File: src/rtl/uoa_pkg.sv
// ----------------------------------------------------------------------------
// uoa_pkg
// Shared types, constants and helpers for the ultrasonic obstacle-avoid block.
// ----------------------------------------------------------------------------
package uoa_pkg;

    localparam int NUM_SENSORS = 3;
    localparam int TIMER_BITS  = 16;

    localparam int CH_W     = 2;
    localparam int STAMP_W  = 16;
    localparam int TIME_W   = 32;
    localparam int RANGE_W  = 11;
    localparam int DIST_W   = 10;
    localparam int SPEED_W  = 10;
    localparam int DWELL_W  = 16;
    localparam int CFG_IDX_W  = 3;
    localparam int CFG_DATA_W = 16;

    // echo width to centimetres: divide by 58 via reciprocal multiply
    localparam int ECHO_DIV   = 58;
    localparam int ECHO_SHIFT = TIMER_BITS + 6;
    localparam logic [TIMER_BITS:0] ECHO_RECIP =
        (TIMER_BITS + 1)'(((64'd1 << ECHO_SHIFT) + 64'(ECHO_DIV) - 64'd1) / 64'(ECHO_DIV));

    localparam int RANGE_MAX   = 2047;
    localparam int FAR_CM      = 999;
    localparam int NEAR_CUTOFF = 3;

    // configuration reset values
    localparam logic              RST_AUTO_EN    = 1'b0;
    localparam logic [DIST_W-1:0] RST_DANGER     = DIST_W'(13);
    localparam logic [DIST_W-1:0] RST_RECOVER    = DIST_W'(25);
    localparam logic [DIST_W-1:0] RST_MARGIN     = DIST_W'(15);
    localparam logic [DWELL_W-1:0] RST_ACTION    = DWELL_W'(300);
    localparam logic [SPEED_W-1:0] RST_BASE_SPD  = SPEED_W'(300);
    localparam logic [SPEED_W-1:0] RST_TURN_SPD  = SPEED_W'(300);
    localparam logic [SPEED_W-1:0] RST_BACK_SPD  = SPEED_W'(200);

    typedef enum logic [CFG_IDX_W-1:0] {
        CFG_AUTO_EN   = 3'd0,
        CFG_DANGER    = 3'd1,
        CFG_RECOVER   = 3'd2,
        CFG_MARGIN    = 3'd3,
        CFG_ACTION    = 3'd4,
        CFG_BASE_SPD  = 3'd5,
        CFG_TURN_SPD  = 3'd6,
        CFG_BACK_SPD  = 3'd7
    } cfg_reg_t;

    typedef enum logic {
        OP_CAPTURE = 1'b0,
        OP_STEP    = 1'b1
    } opcode_t;

    typedef enum logic [1:0] {
        NAV_FWD   = 2'd0,
        NAV_BACK  = 2'd1,
        NAV_LEFT  = 2'd2,
        NAV_RIGHT = 2'd3
    } nav_state_t;

    typedef enum logic [1:0] {
        DIR_HALT = 2'd0,
        DIR_FWD  = 2'd1,
        DIR_BACK = 2'd2
    } motor_dir_t;

    typedef logic [NUM_SENSORS-1:0][RANGE_W-1:0] range_arr_t;

    typedef struct packed {
        logic                opcode;
        logic [CH_W-1:0]     sensor_channel;
        logic [STAMP_W-1:0]  capture_stamp;
        logic [TIME_W-1:0]   now_ms;
    } item_t;

    typedef struct packed {
        logic                drive_valid;
        logic [1:0]          nav_state_out;
        logic [SPEED_W-1:0]  motor_a_speed;
        logic [1:0]          motor_a_dir;
        logic [SPEED_W-1:0]  motor_b_speed;
        logic [1:0]          motor_b_dir;
        logic [RANGE_W-1:0]  front_range;
        logic [RANGE_W-1:0]  left_range;
        logic [RANGE_W-1:0]  right_range;
    } result_t;

    typedef struct packed {
        logic [DIST_W-1:0]  danger_lim;
        logic [DIST_W-1:0]  clear_lim;
        logic [DIST_W-1:0]  side_margin;
        logic [DWELL_W-1:0] action_time_ms;
        logic [SPEED_W-1:0] fwd_spd;
        logic [SPEED_W-1:0] spin_spd;
        logic [SPEED_W-1:0] rev_spd;
    } nav_cfg_t;

    typedef struct packed {
        logic [SPEED_W-1:0] a_speed;
        motor_dir_t         a_dir;
        logic [SPEED_W-1:0] b_speed;
        motor_dir_t         b_dir;
    } motor_cmd_t;

    // pulse width in timer ticks to centimetres, saturated to the range field
    function automatic logic [RANGE_W-1:0] echo_to_cm(input logic [TIMER_BITS-1:0] w);
        logic [2*TIMER_BITS:0] prod;
        logic [TIMER_BITS-1:0] quo;
        prod = {{(TIMER_BITS + 1){1'b0}}, w} * {{TIMER_BITS{1'b0}}, ECHO_RECIP};
        quo  = TIMER_BITS'(prod >> ECHO_SHIFT);
        if (64'(quo) > 64'(RANGE_MAX))
            return RANGE_W'(RANGE_MAX);
        return RANGE_W'(quo);
    endfunction

    // very short echoes are treated as nothing in sight
    function automatic logic [RANGE_W-1:0] sanitize(input logic [RANGE_W-1:0] d);
        if (d <= RANGE_W'(NEAR_CUTOFF))
            return RANGE_W'(FAR_CM);
        return d;
    endfunction

endpackage

File: src/rtl/uoa_echo.sv
// ----------------------------------------------------------------------------
// uoa_echo
// Per-sensor echo edge pairing and width-to-distance conversion.
// ----------------------------------------------------------------------------
module uoa_echo (
    input  logic                          clk,
    input  logic                          rst_n,
    input  logic                          capture_en,
    input  logic [uoa_pkg::CH_W-1:0]      channel,
    input  logic [uoa_pkg::STAMP_W-1:0]   stamp,
    output uoa_pkg::range_arr_t           range_cur,
    output uoa_pkg::range_arr_t           range_next
);

    logic [uoa_pkg::NUM_SENSORS-1:0]                          pend_reg, pend_next;
    logic [uoa_pkg::NUM_SENSORS-1:0][uoa_pkg::TIMER_BITS-1:0] rise_reg, rise_next;
    uoa_pkg::range_arr_t                                      range_reg;

    logic [uoa_pkg::TIMER_BITS-1:0] fall;
    logic [uoa_pkg::TIMER_BITS-1:0] width;
    logic [uoa_pkg::TIMER_BITS-1:0] rise_sel;
    logic [uoa_pkg::RANGE_W-1:0]    echo_cm;

    assign fall = uoa_pkg::TIMER_BITS'(stamp);

    always_comb
    begin
        rise_sel = '0;
        for (int i = 0; i < uoa_pkg::NUM_SENSORS; i++)
        begin
            if (channel == uoa_pkg::CH_W'(i))
                rise_sel = rise_reg[i];
        end
    end

    // fall not after rise wraps through the timer maximum: equal stamps give all ones
    assign width   = (fall > rise_sel) ? (fall - rise_sel) : (fall - rise_sel - 1'b1);
    assign echo_cm = uoa_pkg::echo_to_cm(width);

    always_comb
    begin
        pend_next  = pend_reg;
        rise_next  = rise_reg;
        range_next = range_reg;
        for (int i = 0; i < uoa_pkg::NUM_SENSORS; i++)
        begin
            if (capture_en && channel == uoa_pkg::CH_W'(i))
            begin
                if (!pend_reg[i])
                begin
                    rise_next[i] = fall;
                    pend_next[i] = 1'b1;
                end
                else
                begin
                    range_next[i] = echo_cm;
                    pend_next[i]  = 1'b0;
                end
            end
        end
    end

    always_ff @(posedge clk or negedge rst_n)
    begin
        if (!rst_n)
        begin
            pend_reg  <= '0;
            rise_reg  <= '0;
            range_reg <= '0;
        end
        else
        begin
            pend_reg  <= pend_next;
            rise_reg  <= rise_next;
            range_reg <= range_next;
        end
    end

    assign range_cur = range_reg;

endmodule

File: src/rtl/uoa_nav.sv
// ----------------------------------------------------------------------------
// uoa_nav
// Forward / back / turn navigation state machine with dwell timer.
// ----------------------------------------------------------------------------
module uoa_nav (
    input  logic                         clk,
    input  logic                         rst_n,
    input  logic                         step_en,
    input  logic [uoa_pkg::TIME_W-1:0]   now_ms,
    input  uoa_pkg::range_arr_t          ranges,
    input  uoa_pkg::nav_cfg_t            cfg,
    output uoa_pkg::motor_cmd_t          cmd,
    output uoa_pkg::nav_state_t          state_after
);

    uoa_pkg::nav_state_t            nav_state_reg, nav_state_next;
    logic [uoa_pkg::TIME_W-1:0]     start_reg, start_next;

    logic [uoa_pkg::RANGE_W-1:0]    fd, ld, rd;
    logic [uoa_pkg::RANGE_W-1:0]    danger, recover;
    logic [uoa_pkg::RANGE_W:0]      ld_plus, rd_plus;
    logic [uoa_pkg::TIME_W-1:0]     elapsed;
    logic                           dwell_done;
    logic                           f_danger, l_danger, r_danger, f_clear;

    assign fd = uoa_pkg::sanitize(ranges[0]);
    assign ld = uoa_pkg::sanitize(ranges[1]);
    assign rd = uoa_pkg::sanitize(ranges[2]);

    assign danger  = uoa_pkg::RANGE_W'(cfg.danger_lim);
    assign recover = uoa_pkg::RANGE_W'(cfg.clear_lim);
    assign ld_plus = (uoa_pkg::RANGE_W + 1)'(ld) + (uoa_pkg::RANGE_W + 1)'(cfg.side_margin);
    assign rd_plus = (uoa_pkg::RANGE_W + 1)'(rd) + (uoa_pkg::RANGE_W + 1)'(cfg.side_margin);

    assign elapsed    = now_ms - start_reg;
    assign dwell_done = elapsed >= uoa_pkg::TIME_W'(cfg.action_time_ms);

    assign f_danger = fd <= danger;
    assign l_danger = ld <= danger;
    assign r_danger = rd <= danger;
    assign f_clear  = fd >= recover;

    always_comb
    begin
        nav_state_next = nav_state_reg;
        start_next     = start_reg;
        cmd            = '{a_speed: '0, a_dir: uoa_pkg::DIR_HALT,
                           b_speed: '0, b_dir: uoa_pkg::DIR_HALT};
        if (step_en)
        begin
            case (nav_state_reg)
                uoa_pkg::NAV_FWD:
                begin
                    cmd = '{a_speed: cfg.fwd_spd, a_dir: uoa_pkg::DIR_FWD,
                            b_speed: cfg.fwd_spd, b_dir: uoa_pkg::DIR_FWD};
                    if (f_danger)
                    begin
                        nav_state_next = uoa_pkg::NAV_BACK;
                        start_next     = now_ms;
                    end
                    else if (l_danger)
                    begin
                        nav_state_next = uoa_pkg::NAV_RIGHT;
                        start_next     = now_ms;
                    end
                    else if (r_danger)
                    begin
                        nav_state_next = uoa_pkg::NAV_LEFT;
                        start_next     = now_ms;
                    end
                    else if (f_clear && (uoa_pkg::RANGE_W + 1)'(rd) > ld_plus)
                    begin
                        nav_state_next = uoa_pkg::NAV_RIGHT;
                        start_next     = now_ms;
                    end
                    else if (f_clear && (uoa_pkg::RANGE_W + 1)'(ld) > rd_plus)
                    begin
                        nav_state_next = uoa_pkg::NAV_LEFT;
                        start_next     = now_ms;
                    end
                end
                uoa_pkg::NAV_BACK:
                begin
                    if (dwell_done)
                    begin
                        // stop for one step, pick the way out, restart the dwell
                        start_next = now_ms;
                        if (fd > recover)
                            nav_state_next = uoa_pkg::NAV_FWD;
                        else if (ld > rd)
                            nav_state_next = uoa_pkg::NAV_LEFT;
                        else
                            nav_state_next = uoa_pkg::NAV_RIGHT;
                    end
                    else
                    begin
                        cmd = '{a_speed: cfg.rev_spd, a_dir: uoa_pkg::DIR_BACK,
                                b_speed: cfg.rev_spd, b_dir: uoa_pkg::DIR_BACK};
                    end
                end
                uoa_pkg::NAV_LEFT:
                begin
                    cmd = '{a_speed: cfg.spin_spd, a_dir: uoa_pkg::DIR_BACK,
                            b_speed: cfg.spin_spd, b_dir: uoa_pkg::DIR_FWD};
                    if (f_danger)
                    begin
                        if (dwell_done)
                            nav_state_next = uoa_pkg::NAV_FWD;
                    end
                    else if (rd >= recover && f_clear)
                        nav_state_next = uoa_pkg::NAV_FWD;
                end
                default:
                begin
                    cmd = '{a_speed: cfg.spin_spd, a_dir: uoa_pkg::DIR_FWD,
                            b_speed: cfg.spin_spd, b_dir: uoa_pkg::DIR_BACK};
                    if (f_danger)
                    begin
                        if (dwell_done)
                            nav_state_next = uoa_pkg::NAV_FWD;
                    end
                    else if (ld >= recover && f_clear)
                        nav_state_next = uoa_pkg::NAV_FWD;
                end
            endcase
        end
    end

    always_ff @(posedge clk or negedge rst_n)
    begin
        if (!rst_n)
        begin
            nav_state_reg <= uoa_pkg::NAV_FWD;
            start_reg     <= '0;
        end
        else
        begin
            nav_state_reg <= nav_state_next;
            start_reg     <= start_next;
        end
    end

    assign state_after = nav_state_next;

endmodule

File: src/rtl/ultrasonic_obstacle_avoid_fsm.sv
// ----------------------------------------------------------------------------
// ultrasonic_obstacle_avoid_fsm
// Echo ranging for three sensors and an obstacle-avoiding drive controller.
// ----------------------------------------------------------------------------
// Usage:
//   item channel   : item_valid / item_stall / item. opcode selects a capture
//                    edge (sensor_channel, capture_stamp) or a control step
//                    (now_ms). Every word in gives exactly one result word.
//   result channel : result_valid / result_stall / result. drive_valid marks
//                    an autonomous step; otherwise motor fields are zero.
//   config port    : cfg_valid / cfg_ready / cfg_index / cfg_data, always
//                    ready; write only while the block is idle.
//   The item word passes the input register and then the result register
//   before result_valid rises. Throughput: 1 word per cycle while the result
//   is not stalled; echo width, reciprocal multiply for /58 and FSM all sit
//   between the input register and the result register.
//   A stalled result holds; the input register still takes one more word and
//   then item_stall rises until the result drains.
//   Reset: FSM forward, dwell start 0, all echo state and ranges 0, config
//   to its defaults, both channels empty.
// ----------------------------------------------------------------------------
module ultrasonic_obstacle_avoid_fsm (
    input  logic                              clk,
    input  logic                              rst_n,
    input  logic                              item_valid,
    output logic                              item_stall,
    input  uoa_pkg::item_t                    item,
    output logic                              result_valid,
    input  logic                              result_stall,
    output uoa_pkg::result_t                  result,
    input  logic                              cfg_valid,
    output logic                              cfg_ready,
    input  logic [uoa_pkg::CFG_IDX_W-1:0]     cfg_index,
    input  logic [uoa_pkg::CFG_DATA_W-1:0]    cfg_data
);

    // configuration
    logic                 auto_en_reg;
    uoa_pkg::nav_cfg_t    nav_cfg_reg;

    // input register
    uoa_pkg::item_t       item_reg;
    logic                 item_valid_reg;

    // result register
    uoa_pkg::result_t     result_reg, result_next;
    logic                 result_valid_reg;

    logic                 result_free;
    logic                 fire;
    logic                 capture_en;
    logic                 step_en;

    uoa_pkg::range_arr_t  range_cur, range_next;
    uoa_pkg::motor_cmd_t  cmd;
    uoa_pkg::nav_state_t  state_after;

    assign cfg_ready = 1'b1;

    always_ff @(posedge clk or negedge rst_n)
    begin
        if (!rst_n)
        begin
            auto_en_reg                <= uoa_pkg::RST_AUTO_EN;
            nav_cfg_reg.danger_lim     <= uoa_pkg::RST_DANGER;
            nav_cfg_reg.clear_lim      <= uoa_pkg::RST_RECOVER;
            nav_cfg_reg.side_margin    <= uoa_pkg::RST_MARGIN;
            nav_cfg_reg.action_time_ms <= uoa_pkg::RST_ACTION;
            nav_cfg_reg.fwd_spd        <= uoa_pkg::RST_BASE_SPD;
            nav_cfg_reg.spin_spd       <= uoa_pkg::RST_TURN_SPD;
            nav_cfg_reg.rev_spd        <= uoa_pkg::RST_BACK_SPD;
        end
        else if (cfg_valid && cfg_ready)
        begin
            case (uoa_pkg::cfg_reg_t'(cfg_index))
                uoa_pkg::CFG_AUTO_EN:  auto_en_reg <= cfg_data[0];
                uoa_pkg::CFG_DANGER:   nav_cfg_reg.danger_lim  <= cfg_data[uoa_pkg::DIST_W-1:0];
                uoa_pkg::CFG_RECOVER:  nav_cfg_reg.clear_lim   <= cfg_data[uoa_pkg::DIST_W-1:0];
                uoa_pkg::CFG_MARGIN:   nav_cfg_reg.side_margin <= cfg_data[uoa_pkg::DIST_W-1:0];
                uoa_pkg::CFG_ACTION:
                    nav_cfg_reg.action_time_ms <= cfg_data[uoa_pkg::DWELL_W-1:0];
                uoa_pkg::CFG_BASE_SPD: nav_cfg_reg.fwd_spd  <= cfg_data[uoa_pkg::SPEED_W-1:0];
                uoa_pkg::CFG_TURN_SPD: nav_cfg_reg.spin_spd <= cfg_data[uoa_pkg::SPEED_W-1:0];
                uoa_pkg::CFG_BACK_SPD: nav_cfg_reg.rev_spd  <= cfg_data[uoa_pkg::SPEED_W-1:0];
                default: ;
            endcase
        end
    end

    // Handshake: the result register frees when empty or being taken; the
    // held word moves on whenever it frees, and only then may a new word land.
    assign result_free = !result_valid_reg || !result_stall;
    assign fire        = item_valid_reg && result_free;
    assign item_stall  = item_valid_reg && !result_free;

    always_ff @(posedge clk or negedge rst_n)
    begin
        if (!rst_n)
            item_valid_reg <= 1'b0;
        else if (!item_stall)
            item_valid_reg <= item_valid;
    end

    always_ff @(posedge clk)
    begin
        if (item_valid && !item_stall)
            item_reg <= item;
    end

    assign capture_en = fire && (item_reg.opcode == uoa_pkg::OP_CAPTURE);
    assign step_en    = fire && (item_reg.opcode == uoa_pkg::OP_STEP) && auto_en_reg;

    uoa_echo u_echo (
        .clk        (clk),
        .rst_n      (rst_n),
        .capture_en (capture_en),
        .channel    (item_reg.sensor_channel),
        .stamp      (item_reg.capture_stamp),
        .range_cur  (range_cur),
        .range_next (range_next)
    );

    // ranges only change on capture words, so the FSM sees the stored values
    uoa_nav u_nav (
        .clk         (clk),
        .rst_n       (rst_n),
        .step_en     (step_en),
        .now_ms      (item_reg.now_ms),
        .ranges      (range_cur),
        .cfg         (nav_cfg_reg),
        .cmd         (cmd),
        .state_after (state_after)
    );

    always_comb
    begin
        result_next.drive_valid   = step_en;
        result_next.nav_state_out = state_after;
        result_next.motor_a_speed = cmd.a_speed;
        result_next.motor_a_dir   = cmd.a_dir;
        result_next.motor_b_speed = cmd.b_speed;
        result_next.motor_b_dir   = cmd.b_dir;
        result_next.front_range   = range_next[0];
        result_next.left_range    = range_next[1];
        result_next.right_range   = range_next[2];
    end

    always_ff @(posedge clk or negedge rst_n)
    begin
        if (!rst_n)
            result_valid_reg <= 1'b0;
        else if (result_free)
            result_valid_reg <= item_valid_reg;
    end

    always_ff @(posedge clk)
    begin
        if (fire)
            result_reg <= result_next;
    end

    assign result_valid = result_valid_reg;
    assign result       = result_reg;

    // a word that did not drive the motors carries stopped, zero-speed commands
    a_idle_motors: assert property (@(posedge clk) disable iff (!rst_n)
        (result_valid && !result.drive_valid) |->
            (result.motor_a_speed == '0 && result.motor_b_speed == '0 &&
             result.motor_a_dir == uoa_pkg::DIR_HALT &&
             result.motor_b_dir == uoa_pkg::DIR_HALT))
        else $error("non-driving result carries motor commands");

    // driving words only come from autonomous mode
    a_drive_auto: assert property (@(posedge clk) disable iff (!rst_n)
        (result_valid && result.drive_valid) |-> auto_en_reg)
        else $error("drive result while autonomous mode is off");

    // input is held off only while a word waits in the input register
    a_stall_src: assert property (@(posedge clk) disable iff (!rst_n)
        item_stall |-> (item_valid_reg && result_valid_reg))
        else $error("item stall with nothing buffered");

    // both motors share one speed in every drive command
    a_same_speed: assert property (@(posedge clk) disable iff (!rst_n)
        (result_valid && result.drive_valid) |->
            (result.motor_a_speed == result.motor_b_speed))
        else $error("motor speeds differ");

endmodule
File: config.mk
export PLATFORM = sky130hd
export DESIGN_NAME = ultrasonic_obstacle_avoid_fsm
export DESIGN_NICKNAME = d
export VERILOG_FILES = /design/src/rtl/uoa_pkg.sv /design/src/rtl/uoa_echo.sv /design/src/rtl/uoa_nav.sv /design/src/rtl/ultrasonic_obstacle_avoid_fsm.sv
export SDC_FILE = /design/constraint.sdc
export NUM_CORES = 1
export LEC_CHECK = 0
export BUFFER_PORTS_ARGS = -buffer_cell sky130_fd_sc_hd__buf_4
export CORE_MARGIN = 2
export CORE_UTILIZATION = 45
export DETAILED_ROUTE_END_ITERATION = 6
export PLACE_DENSITY = 0.7
export SLEW_MARGIN = 20
export SYNTH_ARGS = -nofsm -noshare
export SYNTH_HDL_FRONTEND = slang
export SYNTH_SLANG_ARGS = --single-unit
File: constraint.sdc
create_clock -name clk -period 12.7 [get_ports clk]
set_input_delay 1.905 -clock clk [delete_from_list [all_inputs] [get_ports clk]]
set_output_delay 1.905 -clock clk [all_outputs]
set_load 0.05 [all_outputs]
==> impl_metrics.csv <==
group,metric,value,unit
floorplan,placementRows,81,
clock_network,htree_levels,2,
clock_network,cts_resized,0,
logic_synthesis,synth_edf_count,101,
timing,final_max_slew_viol_count,0,
final_layout,n_antenna_cell,0,
timing,setup_tns,0,ps
worst_setup_path,cpMaxStageDelayCell,"edfxtp_1",
detailed_routing,wl_per_cell,19.13,um
worst_setup_path,r2r_start,"item_reg[48]",
floorplan,core_area,0.04915,mm2
floorplan,initial_core_util,45.70,%
detailed_routing,postRouteAntennaNets,0,
logic_synthesis,syn-num-nets,2612,
worst_setup_path,critPathLaunchType,"flip-flop",
clock_network,path_clk_slew,50,ps
grt,antenna_found_initial,0,
grt,grt_pass1_wl,91280,um
detailed_routing,via_count,16479,
worst_setup_path,path_class,"reg -> reg",
final_layout,nets,2727,
place,placed_area,0.02406,mm2
clock_network,clock-root-buffer,"clkbuf_16",
worst_setup_path,required,13000,ps
final_layout,drive_above_1_share,16.46,%
worst_setup_path,cp_slowest_stage_delay,1020,ps
final_layout,fillers,4368,
logic_synthesis,synth-seq-cells,298,
timing,setup_viol,0,
logic_synthesis,async_reset_ff_share,66.11,%
logic_synthesis,synth_ff_type,"dfrtp_1",
worst_setup_path,cpMostUsedCell,"fa_1",
floorplan,die_width,227.4,um
place,portBuffers,136,
logic_synthesis,synth_area_leaders,"dfrtp_1 19%, ha_1 16%, edfxtp_1 14%",
detailed_routing,via_per_inst,5.554,
clock_network,clock_path_buffers,3,
grt,grtUsageTotal,22.45,%
min_path,worstHoldPathType,"reg -> reg",
min_path,hold_end,"u_nav.start_reg[20]",
place,dp_hpwl,43870,um
logic_synthesis,synth.largest_area_cell,"dfrtp_1",
timing,hold_viol,0,
timing,grt_setup_unrepaired,"false",
detailed_routing,wl,56740,um
clock_network,numCtsBuffers,36,
timing,slew_headroom,30.56,%
clock_network,cts_tree,"yes",
worst_setup_path,crit_fanout,20,
grt,grt_max_degree,105,
logic_synthesis,yosys.cell_types.count,82,
run,max_cap_viol_count,0,
status,status,"finished, final reports clean",
logic_synthesis,syn_inst,2160,
logic_synthesis,seq_area_frac_synth,35.59,%
final_layout,stdcell_area,0.02525,mm2
min_path,hold_depth,1,
logic_synthesis,yosys_warnings,0,
clock_network,cts_num_sinks,298,
worst_setup_path,reg2reg_to,"result[32]",
detailed_routing,drt_pre_antenna_iters,5,
worst_setup_path,endpoint_kind,"flip-flop",
floorplan,die_y,227.4,um
detailed_routing,drc,0,
timing,skew,28.16,ps
min_path,hp-start,"u_nav.start_reg[20]",
grt,overflow,0,
place,gp_routability_congestion,0.9206,
clock_network,cts_setup_buffers,0,
timing,min_period,10890,ps
floorplan,io_pins,138,
detailed_routing,dr.first_iter.drc_count,1038,
worst_setup_path,ff2ff_setup_slack,1810,ps
logic_synthesis,synth_top_area_share,19.16,%
final_layout,largest_register_ffs,76,
final_layout,area_growth,12.41,%
clock_network,clk_latency,560,ps
timing,finalCritPeriodShare,85.71,%
timing,fmax,91.87,MHz
floorplan,dieArea,0.05172,mm2
worst_setup_path,reg2reg_depth,35,
logic_synthesis,netlist_area,0.02246,mm2
clock_network,postCtsHoldBufs,0,
final_layout,final_util,51.37,%
grt,grt_pass1_vias,16864,
timing,tightest_slew,1015,ps
logic_synthesis,post_synth.cell_area_avg,10.40,um2
worst_setup_path,arrival,11180,ps
[worst max path at each step]
stage                  from          to  slack, ps
2_1_floorplan  item_reg[48]  result[10]       3140
3_3_place_gp   item_reg[48]  result[10]       2160
3_5_place_dp   item_reg[48]  result[21]       1860
4_1_cts        item_reg[48]  result[32]       1860
5_1_grt        item_reg[48]  result[21]       1160
6_report       item_reg[48]  result[32]       1810
[cell usage in the layout (no fill, tap or decap), types with 8 or more instances in the layout]
master and instances:
ha_1 293, inv_1 289, dfrtp_1 172, buf_4 145, nand2_1 126, mux2_2 124, a21oi_1 111, o21ai_0 108
edfxtp_1 101, fa_1 84, nor2_1 77, nand2b_1 57, a21o_1 47, xnor2_1 45, clkbuf_16 37, xor2_1 35
nand3_1 33, nor3_1 30, mux2_1 30, nand4_1 29, nor2b_1 26, dfstp_2 25, mux2i_1 24, a221oi_1 22
o21a_1 17, a211oi_1 14, a31oi_1 12, o211ai_1 11, and2_1 9, o2111ai_1 8, nor4_1 8, and3_1 8
clkbuf_1 8
[cells by family (layout without fill, tap and decap cells)]
group	count (synthesis)	in the layout	synth area share, %
AND/OR/NAND/NOR	448	448	10.26
XOR/XNOR	81	81	3.192
multiplexers	178	178	8.790
buffers and inverters	359	502	6.406
other	1	1	0.01670
AO/OA/AOI/OAI	418	418	11.94
adder cells (fa/ha/maj)	377	377	23.81
flip-flops	298	298	35.59
[area by class of cell]
cell class | count | area [um2] | share of cell area, %
clock inverters | 19 | 197.7 | 0.7830
inverters | 290 | 1089 | 4.311
clock buffers | 47 | 983.4 | 3.895
well taps | 664 | 830.8 | 3.291
flip-flops and latches | 298 | 7994 | 31.66
multi-input cells | 1503 | 13050 | 51.69
repair buffers | 146 | 1102 | 4.366
[cell usage after synthesis (6+ instances only)]
| master | instances |
|---|---|
| nand2b_1 | 57 |
| edfxtp_1 | 101 |
| o21a_1 | 17 |
| a211oi_1 | 14 |
| xnor2_1 | 45 |
| fa_1 | 84 |
| mux2_1 | 30 |
| nor4_1 | 8 |
| and3_1 | 8 |
| nand3_1 | 33 |
| a21o_1 | 47 |
| xor2_1 | 35 |
| dfstp_2 | 25 |
| mux2i_1 | 24 |
| o21ai_0 | 108 |
| o2111ai_1 | 8 |
| ha_1 | 293 |
| buf_2 | 7 |
| dfrtp_1 | 172 |
| nand2_1 | 126 |
| inv_1 | 290 |
| a21oi_1 | 111 |
| buf_4 | 11 |
| o211ai_1 | 11 |
| or2_2 | 6 |
| and4_1 | 6 |
| nor2b_1 | 26 |
| nand4_1 | 29 |
| nor3_1 | 31 |
| mux2_2 | 124 |
| a2111oi_0 | 7 |
| and2_1 | 10 |
| clkbuf_1 | 43 |
| o31ai_1 | 6 |
| or3_1 | 7 |
| a31oi_1 | 12 |
| nor2_1 | 77 |
| a221oi_1 | 22 |
[through the flow]
step | setup slack [ps] | std cells | hold slack, ps
floorplan | 3141 | 2160 | 449.2
global placement | 2165 | 2901 | 471.3
detailed placement | 1860 | 2901 | 477.8
CTS | 1861 | 2967 | 492.4
global route | 1158 | 2967 | 496.7
finish | 1815 | 2967 | 489.2
[critical path: cells and delay by family (launching register included)]
kind,cells,cell delay (ps)
AOI/OAI and AO/OA,9,2550
and+or+nand+nor,8,1660
muxes,1,290
adders and majority gates,8,3520
buffers and inverters,5,520
xor gates and xnor gates,4,1080
DFF,1,1020
[layer usage]
layer / vias up / part of all wire (%) / global-route usage, %
li1: 7837 / - / -
met3: 82 / 4.6 / 3.549
met5: - / 0 / 0
met2: 417 / 48 / 38.59
met4: 0 / 2.2 / 5.756
met1: 8143 / 45 / 29.52
Power is not shown: default switching activity piles up to over one toggle a cycle in this logic, so the estimate is an artifact.
